**config.mk**
```make
export PLATFORM = sky130hd
export DESIGN_NAME = rpn_stack_evaluator
export DESIGN_NICKNAME = d
export VERILOG_FILES = /design/src/rtl/rse_pkg.sv /design/src/rtl/rse_stack_mem.sv /design/src/rtl/rse_divider.sv /design/src/rtl/rpn_stack_evaluator.sv
export SDC_FILE = /design/constraint.sdc
export NUM_CORES = 2
export LEC_CHECK = 0
export ABC_AREA = 1
export BUFFER_PORTS_ARGS = -buffer_cell sky130_fd_sc_hd__buf_2
export CAP_MARGIN = 30
export CELL_PAD_IN_SITES_DETAIL_PLACEMENT = 0
export CELL_PAD_IN_SITES_GLOBAL_PLACEMENT = 1
export CORE_AREA = 2 2 374 376
export DETAILED_ROUTE_END_ITERATION = 10
export DIE_AREA = 0 0 376 378
export PLACE_DENSITY = 0.94
export SLEW_MARGIN = 20
export SYNTH_ARGS = -nofsm -noshare
export SYNTH_HDL_FRONTEND = slang
export SYNTH_SLANG_ARGS = --single-unit
```
**constraint.sdc**
```tcl
create_clock -name clk -period 11.2 [get_ports clk]
set_input_delay 1.12 -clock clk [delete_from_list [all_inputs] [get_ports clk]]
set_output_delay 1.12 -clock clk [all_outputs]
set_load 0.05 [all_outputs]
```
**src/rtl/rse_pkg.sv**
```systemverilog
// Shared types and constants for the RPN stack evaluator.
// Depends on nothing; the divider and the top level refer to it by scoped names.
`timescale 1ns / 1ps

package rse_pkg;

  localparam int STACK_DEPTH_DEF = 8;

  // operation codes
  localparam logic [1:0] OP_ADD = 2'd0;
  localparam logic [1:0] OP_SUB = 2'd1;
  localparam logic [1:0] OP_MUL = 2'd2;
  localparam logic [1:0] OP_DIV = 2'd3;

  // mode codes
  localparam logic MODE_PUSH = 1'b0;
  localparam logic MODE_OPER = 1'b1;

  // status codes
  localparam logic [2:0] ST_OK    = 3'd0;
  localparam logic [2:0] ST_UNDER = 3'd1;
  localparam logic [2:0] ST_OVER  = 3'd2;
  localparam logic [2:0] ST_DIVZ  = 3'd3;
  localparam logic [2:0] ST_SAT   = 3'd4;

  // Q16.16 bounds
  localparam logic signed [31:0] Q_MAX = 32'sh7FFF_FFFF;
  localparam logic signed [31:0] Q_MIN = 32'sh8000_0000;

  typedef struct packed {
    logic               mode;
    logic [1:0]         operation;
    logic signed [31:0] value;
  } in_t;

  typedef struct packed {
    logic signed [31:0] top_value;
    logic [3:0]         stack_count;
    logic [2:0]         status;
  } out_t;

endpackage

```
**src/rtl/rse_stack_mem.sv**
```systemverilog
// Stack storage: one write port and one read port with registered read data.
// Depends on nothing but its parameters.
`timescale 1ns / 1ps

module rse_stack_mem #(
  parameter int DEPTH = 8,
  parameter int AW    = 3
) (
  input  logic                clk,
  input  logic                we,
  input  logic [AW-1:0]       waddr,
  input  logic signed [31:0]  wdata,
  input  logic [AW-1:0]       raddr,
  output logic signed [31:0]  rdata
);

  logic signed [31:0] mem [DEPTH];

  always_ff @(posedge clk) begin
    if (we) begin
      mem[waddr] <= wdata;
    end
  end

  always_ff @(posedge clk) begin
    rdata <= mem[raddr];
  end

endmodule

```
**src/rtl/rse_divider.sv**
```systemverilog
// Radix-2 restoring divider for (dividend * 2^16) / divisor on Q16.16 values,
// one quotient bit per cycle, result truncated toward zero and saturated.
// Depends on rse_pkg for the Q16.16 bounds.
`timescale 1ns / 1ps

module rse_divider (
  input  logic               clk,
  input  logic               rst_n,
  input  logic               start,
  input  logic signed [31:0] dividend,
  input  logic signed [31:0] divisor,
  output logic               done,
  output logic signed [31:0] quotient,
  output logic               sat
);

  localparam int QBITS = 33;
  localparam int CW    = $clog2(QBITS + 1);

  logic          busy_r, busy_nxt;
  logic          done_r, done_nxt;
  logic [CW-1:0] cnt_r, cnt_nxt;
  logic [32:0]   rem_r, rem_nxt;
  logic [32:0]   dvd_r, dvd_nxt;
  logic [32:0]   quo_r, quo_nxt;
  logic [31:0]   dsr_r, dsr_nxt;
  logic          neg_r, neg_nxt;
  logic          ovf_r, ovf_nxt;

  logic [31:0] mag_a, mag_b;
  logic        start_ovf;
  logic [32:0] trial;
  logic        ge;
  logic [33:0] q_signed;
  logic        pos_big, neg_big;

  always_comb begin
    mag_a     = dividend[31] ? 32'(-dividend) : 32'(dividend);
    mag_b     = divisor[31]  ? 32'(-divisor)  : 32'(divisor);
    // Quotient needs more than 33 bits when the bits above the 33 shifted in
    // already reach the divisor.
    start_ovf = {17'd0, mag_a[31:17]} >= mag_b;
    trial     = {rem_r[31:0], dvd_r[32]};
    ge        = trial >= {1'b0, dsr_r};

    busy_nxt = busy_r;
    done_nxt = 1'b0;
    cnt_nxt  = cnt_r;
    rem_nxt  = rem_r;
    dvd_nxt  = dvd_r;
    quo_nxt  = quo_r;
    dsr_nxt  = dsr_r;
    neg_nxt  = neg_r;
    ovf_nxt  = ovf_r;

    if (start) begin
      neg_nxt = dividend[31] ^ divisor[31];
      dsr_nxt = mag_b;
      ovf_nxt = start_ovf;
      rem_nxt = {18'd0, mag_a[31:17]};
      dvd_nxt = {mag_a[16:0], 16'd0};
      quo_nxt = '0;
      cnt_nxt = CW'(QBITS);
      if (start_ovf) begin
        done_nxt = 1'b1;
      end else begin
        busy_nxt = 1'b1;
      end
    end else if (busy_r) begin
      rem_nxt = ge ? (trial - {1'b0, dsr_r}) : trial;
      quo_nxt = {quo_r[31:0], ge};
      dvd_nxt = {dvd_r[31:0], 1'b0};
      cnt_nxt = cnt_r - CW'(1);
      if (cnt_r == CW'(1)) begin
        busy_nxt = 1'b0;
        done_nxt = 1'b1;
      end
    end
  end

  always_ff @(posedge clk) begin
    if (!rst_n) begin
      busy_r <= 1'b0;
      done_r <= 1'b0;
      cnt_r  <= '0;
    end else begin
      busy_r <= busy_nxt;
      done_r <= done_nxt;
      cnt_r  <= cnt_nxt;
    end
  end

  always_ff @(posedge clk) begin
    rem_r <= rem_nxt;
    dvd_r <= dvd_nxt;
    quo_r <= quo_nxt;
    dsr_r <= dsr_nxt;
    neg_r <= neg_nxt;
    ovf_r <= ovf_nxt;
  end

  // Apply the sign and clamp.
  always_comb begin
    q_signed = neg_r ? 34'(-{1'b0, quo_r}) : {1'b0, quo_r};
    pos_big  = !neg_r && (quo_r > 33'h0_7FFF_FFFF);
    neg_big  = neg_r && (quo_r > 33'h0_8000_0000);
    sat      = ovf_r || pos_big || neg_big;
    if (sat) begin
      quotient = neg_r ? rse_pkg::Q_MIN : rse_pkg::Q_MAX;
    end else begin
      quotient = q_signed[31:0];
    end
  end

  assign done = done_r;

endmodule

```
**src/rtl/rpn_stack_evaluator.sv**
```systemverilog
// RPN stack evaluator top level: control sequencer, stack memory and divider.
// Depends on rse_pkg, rse_stack_mem and rse_divider.
`timescale 1ns / 1ps

// Reverse Polish calculator on signed Q16.16 values. Each input item either
// pushes its value (mode 0) or pops the top two entries and pushes
// second-from-top OP top (mode 1: add, subtract, multiply, divide). Every item
// returns one result item: the new top (zero on an empty stack), the depth in
// four bits, and a status: ok, underflow (item ignored), overflow (push ignored),
// divide by zero (result clamped by the dividend's sign) or saturated. The
// stack lives in a single-port-write, registered-read memory; the top entry is
// also held in a register, so only the second entry is read from memory. One
// item is in work at a time. A push, an ignored item or a stack error is staged
// in the result register when it is taken; add, subtract and divide by zero
// first pass the memory read state, multiply also a registered 32x32 product,
// and divide waits for the divider, which produces one of 33 quotient bits per
// cycle. The staged result moves into the output register once it is free.
// The next item is taken the cycle after the result moves into the output
// register; the previous result may still wait in the output register, and a
// result that is not taken holds the sequencer.
module rpn_stack_evaluator #(
  parameter int STACK_DEPTH = rse_pkg::STACK_DEPTH_DEF
) (
  input  logic           clk,
  input  logic           rst_n,
  input  logic           in_valid,
  output logic           in_ready,
  input  rse_pkg::in_t   in_data,
  output logic           out_valid,
  input  logic           out_ready,
  output rse_pkg::out_t  out_data
);

  localparam int LVL_W = $clog2(STACK_DEPTH + 1);
  localparam int AW    = $clog2(STACK_DEPTH);

  localparam logic [2:0] S_IDLE = 3'd0;
  localparam logic [2:0] S_READ = 3'd1;
  localparam logic [2:0] S_MUL  = 3'd2;
  localparam logic [2:0] S_DIV  = 3'd3;
  localparam logic [2:0] S_EMIT = 3'd4;

  logic [2:0]         state_r, state_nxt;
  logic [LVL_W-1:0]   level_r, level_nxt;
  logic signed [31:0] top_r, top_nxt;
  logic [1:0]         op_r, op_nxt;
  logic signed [63:0] prod_r, prod_nxt;
  rse_pkg::out_t      res_r, res_nxt;
  logic               out_valid_r, out_valid_nxt;
  rse_pkg::out_t      out_data_r, out_data_nxt;

  // memory ports
  logic               mem_we;
  logic [AW-1:0]      mem_waddr;
  logic signed [31:0] mem_wdata;
  logic [AW-1:0]      mem_raddr;
  logic signed [31:0] mem_rdata;

  // divider ports
  logic               div_start;
  logic               div_done;
  logic signed [31:0] div_q;
  logic               div_sat;

  // finishing an operation
  logic               fin;
  logic signed [31:0] fin_val;
  logic [2:0]         fin_stat;

  logic               in_acc;
  logic               out_free;
  logic [LVL_W-1:0]   level_m1;
  logic [32:0]        sum33;
  logic signed [47:0] prod_sh;

  rse_stack_mem #(
    .DEPTH (STACK_DEPTH),
    .AW    (AW)
  ) u_mem (
    .clk   (clk),
    .we    (mem_we),
    .waddr (mem_waddr),
    .wdata (mem_wdata),
    .raddr (mem_raddr),
    .rdata (mem_rdata)
  );

  rse_divider u_div (
    .clk      (clk),
    .rst_n    (rst_n),
    .start    (div_start),
    .dividend (mem_rdata),
    .divisor  (top_r),
    .done     (div_done),
    .quotient (div_q),
    .sat      (div_sat)
  );

  assign in_ready = (state_r == S_IDLE);
  assign in_acc   = in_valid && in_ready;
  assign out_free = !out_valid_r || out_ready;
  assign level_m1 = level_r - LVL_W'(1);

  always_comb begin
    state_nxt = state_r;
    level_nxt = level_r;
    top_nxt   = top_r;
    op_nxt    = op_r;
    prod_nxt  = prod_r;
    res_nxt   = res_r;

    // Second entry sits at level - 2; read it every cycle, the read only matters on the
    // cycle an operation is taken; the result is written back to the same address.
    mem_raddr = AW'(level_r - LVL_W'(2));
    mem_we    = 1'b0;
    mem_waddr = mem_raddr;
    mem_wdata = top_r;
    div_start = 1'b0;

    fin      = 1'b0;
    fin_val  = top_r;
    fin_stat = rse_pkg::ST_OK;

    sum33   = '0;
    prod_sh = prod_r[63:16];   // arithmetic shift: floor toward minus infinity

    case (state_r)
      S_IDLE: begin
        if (in_acc) begin
          op_nxt    = in_data.operation;
          state_nxt = S_EMIT;
          if (in_data.mode == rse_pkg::MODE_PUSH) begin
            if (level_r >= LVL_W'(STACK_DEPTH)) begin
              // full: drop the push, report the unchanged top
              res_nxt.top_value   = top_r;
              res_nxt.stack_count = 4'(level_r);
              res_nxt.status      = rse_pkg::ST_OVER;
            end else begin
              mem_we    = 1'b1;
              mem_waddr = AW'(level_r);
              mem_wdata = in_data.value;
              level_nxt = level_r + LVL_W'(1);
              top_nxt   = in_data.value;
              res_nxt.top_value   = in_data.value;
              res_nxt.stack_count = 4'(level_r + LVL_W'(1));
              res_nxt.status      = rse_pkg::ST_OK;
            end
          end else if (level_r < LVL_W'(2)) begin
            // too few entries: drop the item
            res_nxt.top_value   = (level_r == '0) ? 32'sd0 : top_r;
            res_nxt.stack_count = 4'(level_r);
            res_nxt.status      = rse_pkg::ST_UNDER;
          end else begin
            state_nxt = S_READ;
          end
        end
      end

      S_READ: begin
        // mem_rdata holds the second entry, top_r the top
        case (op_r)
          rse_pkg::OP_ADD, rse_pkg::OP_SUB: begin
            if (op_r == rse_pkg::OP_ADD) begin
              sum33 = {mem_rdata[31], mem_rdata} + {top_r[31], top_r};
            end else begin
              sum33 = {mem_rdata[31], mem_rdata} - {top_r[31], top_r};
            end
            fin = 1'b1;
            if (sum33[32] != sum33[31]) begin
              fin_val  = sum33[32] ? rse_pkg::Q_MIN : rse_pkg::Q_MAX;
              fin_stat = rse_pkg::ST_SAT;
            end else begin
              fin_val = sum33[31:0];
            end
          end
          rse_pkg::OP_MUL: begin
            prod_nxt  = 64'(mem_rdata) * 64'(top_r);
            state_nxt = S_MUL;
          end
          default: begin
            if (top_r == 32'sd0) begin
              fin      = 1'b1;
              fin_val  = mem_rdata[31] ? rse_pkg::Q_MIN : rse_pkg::Q_MAX;
              fin_stat = rse_pkg::ST_DIVZ;
            end else begin
              div_start = 1'b1;
              state_nxt = S_DIV;
            end
          end
        endcase
      end

      S_MUL: begin
        fin = 1'b1;
        // in range only if bits 47..31 of the shifted product agree
        if ((prod_sh[47:31] != 17'h0_0000) && (prod_sh[47:31] != 17'h1_FFFF)) begin
          fin_val  = prod_sh[47] ? rse_pkg::Q_MIN : rse_pkg::Q_MAX;
          fin_stat = rse_pkg::ST_SAT;
        end else begin
          fin_val = prod_sh[31:0];
        end
      end

      S_DIV: begin
        if (div_done) begin
          fin      = 1'b1;
          fin_val  = div_q;
          fin_stat = div_sat ? rse_pkg::ST_SAT : rse_pkg::ST_OK;
        end
      end

      S_EMIT: begin
        if (out_free) begin
          state_nxt = S_IDLE;
        end
      end

      default: begin
        state_nxt = S_IDLE;
      end
    endcase

    // Write the result over the second entry, pop one, stage the result item.
    if (fin) begin
      mem_we    = 1'b1;
      mem_wdata = fin_val;
      level_nxt = level_m1;
      top_nxt   = fin_val;
      res_nxt.top_value   = fin_val;
      res_nxt.stack_count = 4'(level_m1);
      res_nxt.status      = fin_stat;
      state_nxt = S_EMIT;
    end
  end

  // Output register: load from the staged result, hold until taken.
  always_comb begin
    out_valid_nxt = out_valid_r;
    out_data_nxt  = out_data_r;
    if (state_r == S_EMIT && out_free) begin
      out_valid_nxt = 1'b1;
      out_data_nxt  = res_r;
    end else if (out_ready) begin
      out_valid_nxt = 1'b0;
    end
  end

  always_ff @(posedge clk) begin
    if (!rst_n) begin
      state_r     <= S_IDLE;
      level_r     <= '0;
      out_valid_r <= 1'b0;
    end else begin
      state_r     <= state_nxt;
      level_r     <= level_nxt;
      out_valid_r <= out_valid_nxt;
    end
  end

  always_ff @(posedge clk) begin
    top_r      <= top_nxt;
    op_r       <= op_nxt;
    prod_r     <= prod_nxt;
    res_r      <= res_nxt;
    out_data_r <= out_data_nxt;
  end

  assign out_valid = out_valid_r;
  assign out_data  = out_data_r;

  // Depth never runs past the stack size.
  a_level_bound: assert property (@(posedge clk) disable iff (!rst_n)
    level_r <= LVL_W'(STACK_DEPTH))
    else $error("stack level beyond depth");

  // One item in work: intake closes right after an item is taken.
  a_one_item: assert property (@(posedge clk) disable iff (!rst_n)
    in_acc |=> !in_ready)
    else $error("second item taken while one is in work");

  // A divider result only arrives while the sequencer waits for it.
  a_div_wait: assert property (@(posedge clk) disable iff (!rst_n)
    div_done |-> state_r == S_DIV)
    else $error("divider finished outside divide wait");

  // A push that writes memory grows the stack by exactly one.
  a_push_grow: assert property (@(posedge clk) disable iff (!rst_n)
    (mem_we && state_r == S_IDLE) |=> level_r == $past(level_r) + LVL_W'(1))
    else $error("push did not grow the stack by one");

  // An operation that writes back shrinks the stack by exactly one.
  a_op_shrink: assert property (@(posedge clk) disable iff (!rst_n)
    fin |=> level_r == $past(level_r) - LVL_W'(1))
    else $error("operation did not shrink the stack by one");

endmodule
```
; Yosys cells after proc, flatten, opt, wreduce, memory -nomap -nowiden
; Memory sizes are Yosys's and may differ from the RTL's. A register that Yosys moved wholly into a read port is not among the register bits.
; Index checks and enable logic that the tools add are counted.
[totals]
ff_bits = 308
mem_bits_rw = 256
inputBits = 39
out_inout_bits = 41
word_cells = 181
memories = 1
[op_classes]
n_addsub = 10
n_mul = 1
n_lt_le_gt_ge = 6
eq_ne = 22
n_mux = 84
n_bitwise = 3
reduce_logical = 30
[memory_table]
columns = memory, depth, word_bits, read_ports, rd_ports_with_merged_regs, write_ports, line_no
row1 = u_mem.mem, 8, 32, 1, 1, 1, rse_stack_mem.sv:17  ; logic signed [31:0] mem [DEPTH];
[op_table]
columns = operator, n
row1 = two-way mux 32 bit, 19
row2 = two-way mux 39 bit, 6
row3 = two-way mux 33 bit, 5
row4 = negation 32 bit, 3
row5 = case mux 32 bit (3 select lines), 1
row6 = multiplier 32 x 32 -> 64 bit, 1
row7 = case mux 32 bit (2 select lines), 1
row8 = two-way mux 3 bit, 14
row9 = adder 32 x 32 -> 33 bit, 1
row10 = >= comparator 33 x 32 -> 1 bit, 1
row11 = "> comparator 33 x 31 -> 1 bit, second input constant", 1
row12 = "> comparator 33 x 32 -> 1 bit, second input constant", 1
row13 = subtractor 32 x 32 -> 33 bit, 1
row14 = >= comparator 15 x 32 -> 1 bit, 1
row15 = logical NOT 32 bit, 1
row16 = subtractor 32 bit, 1
row17 = two-way mux 15 bit, 2
row18 = two-way mux 1 bit, 22
row19 = two-way mux 4 bit, 5
row20 = "!= test 17 bit, second input constant", 1
row21 = nonzero test 17 bit, 1
row22 = two-way mux 6 bit, 2
row23 = case mux 3 bit (2 select lines), 2
row24 = case mux 3 bit (4 select lines), 1
row25 = 37 further kinds, 62

; Depth between registers and ports, before layout
[depth]
ltp_word = 9
depth_mapped = 33
ltp_nobuf = 30

; Cells and area by module
; From an unflattened synthesis, not the netlist that was laid out.
[hier_totals]
cells_unflattened = 8877
hier_area_um2 = 71693.8
[modules_own_cells]
columns = module, instances, cells_each, area_each_um2, seq_area_each_um2
row1 = rpn_stack_evaluator, 1, 6257, 49810.3, 4644.5
row2 = rse_stack_mem, 1, 1156, 11872.6, 8328.0
row3 = rse_divider, 1, 1464, 10010.9, 3143.0

; Worst setup path before layout
; No wires, ideal clock.
[synth_path]
kind = reg-to-reg
start = reg u_mem.rdata[31] (read register of u_mem.mem)
end = reg prod_r[62], data pin
setup_ns = 0.258
arrival_ns = 7.713
required_ns = 10.942
setup_slack_ns = 3.229
stages_incl_launch_ff = 30
n_path_buf = 3
period_less_slack_ns = 7.971
cell_sequence = dfxtp_1 clkbuf_1 clkbuf_1 buf_1 nand2_1 inv_1 fa_1 inv_1 fa_1 inv_1 fa_1 fa_1 inv_1 fa_1 inv_1 fa_1 inv_1 fa_1 inv_1 fa_1 ha_1 nand2_1 inv_1 a21oi_1 nor2_1 a2111oi_0 o21ai_0 a21oi_1 nand2_1 xor2_1
[synth_via]
elab_chain_len = 1
[synth_rtl]
columns = item, line_no
row1 = from (decl), rse_stack_mem.sv:14  ; output logic signed [31:0] rdata
row2 = multiplier 32 x 32 -> 64 bit, rpn_stack_evaluator.sv:177  ; prod_nxt = 64'(mem_rdata) * 64'(top_r);
row3 = to (signal assigned), rpn_stack_evaluator.sv:263  ; prod_r <= prod_nxt;
row4 = to (decl), rpn_stack_evaluator.sv:47  ; logic signed [63:0] prod_r, prod_nxt;
; Every way passes these cells.
; A chain may end at the register's enable or synchronous reset.

; Final worst setup path
[layout_path]
start = reg u_mem.rdata[31] (read register of u_mem.mem)
end = reg prod_r[59], data pin
; Same word-level chain as after synthesis.

==> results.toml <==
[run_status]
outcome = "finished clean"

[clock_tree]
insertion_delay_ns = 0.72
cts_setup_buffers = 0
clk_pin_slew_ns = 0.06
cts_root_buffer = "clkbuf_16"
clock_sink_count = 580
htreeDepth = 2
cts_hold_buf = 0
cts_resized = 0
numCtsBuffers = 61
cts_tree = "built"
clockBufferDepth = 3

[setup_path]
path_delay_family = "adder cells"
crit_type = "reg2reg"
critPathRequiredTime_ns = 11.63
end_kind = "flop"
cp_max_fo = 22
cp.arrival_ns = 9.09
start_kind = "flop"
cp_num_buf_inv = 7
crit_path_frequent_cell = "fa_1"
cpMaxStageDelayCell = "fa_1"
cpPeakStageDelay_ns = 0.90

[job]
timing.max_cap.violations = 0

[die]
start_util_pct = 50.6
die_area_mm2 = 0.142
fp.dieH_um = 378
die-width_um = 376
pin_count = 80
core-area_mm2 = 0.139
core.rowCount = 137

[yosys]
synth_top_area_share_pct = 30.9
synth_most_common_cell = "nand2_1"
synthMuxAreaShare_pct = 0
syn_avg_cell_area_um2 = 8.15
synth_adder_area_share_pct = 35.8
synth_compound_area_share_pct = 8.12
synth-edff-count = 450
syn-num-nets = 9997
synth_top_cells_by_area = "fa_1, edfxtp_1, nand2_1"
synth_xor_area_share_pct = 2.22
ys.flop_type = "edfxtp_1"
seq_area_frac_synth_pct = 23.0
synthesis.instances = 8603
synth_top_family_by_area = "adder cells"
async_flop_share_pct = 0
yosysWarnings = 0
synthTopCellsByCount = "nand2_1, inv_1, fa_1, nor2_1, edfxtp_1"
syn-cell-area_mm2 = 0.0701
synth.distinct_cells = 59
synthSimpleGateAreaFrac_pct = 17.9
synth_seq_cells = 580
yosys.area.top_type = "fa_1"

[timing]
fin_skew_ns = 0.0483
fin_crit_ns = 8.65
clock.fmax_mhz = 116
slew_headroom_pct = 32.0
hold_viol_final = 0
worst_pin_slew_ns = 1.02
fin_crit_sh_pct = 77.3
grt_setup_unrepaired = "no"
fin_tns_setup_ns = 0
setup_viol = 0
setup_slack_ns = 2.55
drv_slew = 0

[drt]
route.vias.total = 57800
drc_errors = 0
drt-initial-drc-count = 6023
via_per_inst = 5.61
wire_per_inst_um = 23.0
routed_wl_mm = 237
detail-route-antenna-nets = 0
first_pass_iters = 9

[place]
pre_cts_slack_ns = 2.59
routabilityCongestion = 1.03
hpwlAfterDp_mm = 181
portBuffers = 79
numPlacedInstances = 10200

[global_route]
grt_max_degree = 87
grt_pass1_wl_mm = 362
antenna_found_initial = 11
globalRouteTotalUtil_pct = 33.9
overflow = 0
grt_pass1_vias = 59600

[finish]
stdcell_count = 10300
nFillCells = 12800
syn_to_final_growth_pct = 5.76
nets = 9827
final_layout_size_suffix_gt1_share_pct = 5.35
seqCellArea_mm2 = 0.0162
multiInputGateArea_mm2 = 0.0450

[worst_hold_path]
hp-class = "reg2reg"
metal layers:
| metal | share of wire (%) | global-route usage (%) |
|---|---|---|
| met1 | 37 | 42.3 |
| met2 | 47 | 55.6 |
| met3 | 9.5 | 6.78 |
| met4 | 6.6 | 18.2 |
| met5 | 0.029 | 0 |
worst paths after layout:
path                   start          end  slack (ns)  cells after the start
max          u_mem.rdata[31]   prod_r[59]        2.55                     25
min                 res_r[8]  out_data[8]        0.42                      0
max reg2reg  u_mem.rdata[31]   prod_r[59]        2.55                     25
min reg2reg         res_r[8]  out_data[8]        0.42                      0
through the flow:
stage | hold slack [ns] | util [%] | cell area [um^2]
floorplan | 0.400 | - | 70100
global placement | 0.401 | 51.9 | 71900
detailed placement | 0.405 | 52.0 | 72000
CTS | 0.413 | 53.5 | 74100
global route | 0.422 | 53.5 | 74100
finish | 0.420 | 53.5 | 74100
layout make-up:
cell class	instances	share of cell area, %
diodes	5	0.0169
multi-input cells	5652	60.7
inverters	1939	9.82
flip-flops and latches	580	21.8
clock inverters	33	0.537
clock buffers	80	2.22
repair buffers	199	1.86
well taps	1807	3.05
state kept, by name, indices dropped and copies added, names as in the netlist, 3 cells and up:
register and count:
prod_r 48, res_r 39, state_r 3, u_div.quo_r 33, level_r 4, u_mem.mem 256, u_div.cnt_r 6, u_div.rem_r 32
u_div.dsr_r 32, u_div.dvd_r 17, out_data 39, top_r 32, u_mem.rdata 32
layout by cell type (no fill, tap or decap), drive strengths merged, types with 20 or more instances in the layout:
| master | n |
|---|---|
| fa | 1083 |
| buf | 198 |
| nand3b | 20 |
| a22oi | 64 |
| a21oi | 314 |
| xor2 | 115 |
| o21ai | 372 |
| a31oi | 50 |
| nor2 | 669 |
| clkbuf | 81 |
| dfxtp | 130 |
| o22ai | 52 |
| nand2 | 2082 |
| a211oi | 40 |
| inv | 1935 |
| o21a | 21 |
| clkinv | 27 |
| nor3 | 54 |
| xnor2 | 63 |
| o31ai | 22 |
| nand4 | 42 |
| edfxtp | 450 |
| nand3 | 227 |
| ha | 272 |
logic make-up (layout without fill, tap and decap cells):
| group | Yosys count | after routing |
|---|---|---|
| AO/OA/AOI/OAI | 997 | 997 |
| XOR/XNOR | 178 | 178 |
| adder cells (fa/ha/maj) | 1355 | 1355 |
| buffers and inverters | 2371 | 2251 |
| flip-flops | 580 | 580 |
| other | 0 | 5 |
| AND/OR/NAND/NOR | 3122 | 3122 |
Power is left out: the tool's default activity adds up to more than one toggle a clock period on the data nets, which glitch-free logic cannot reach.
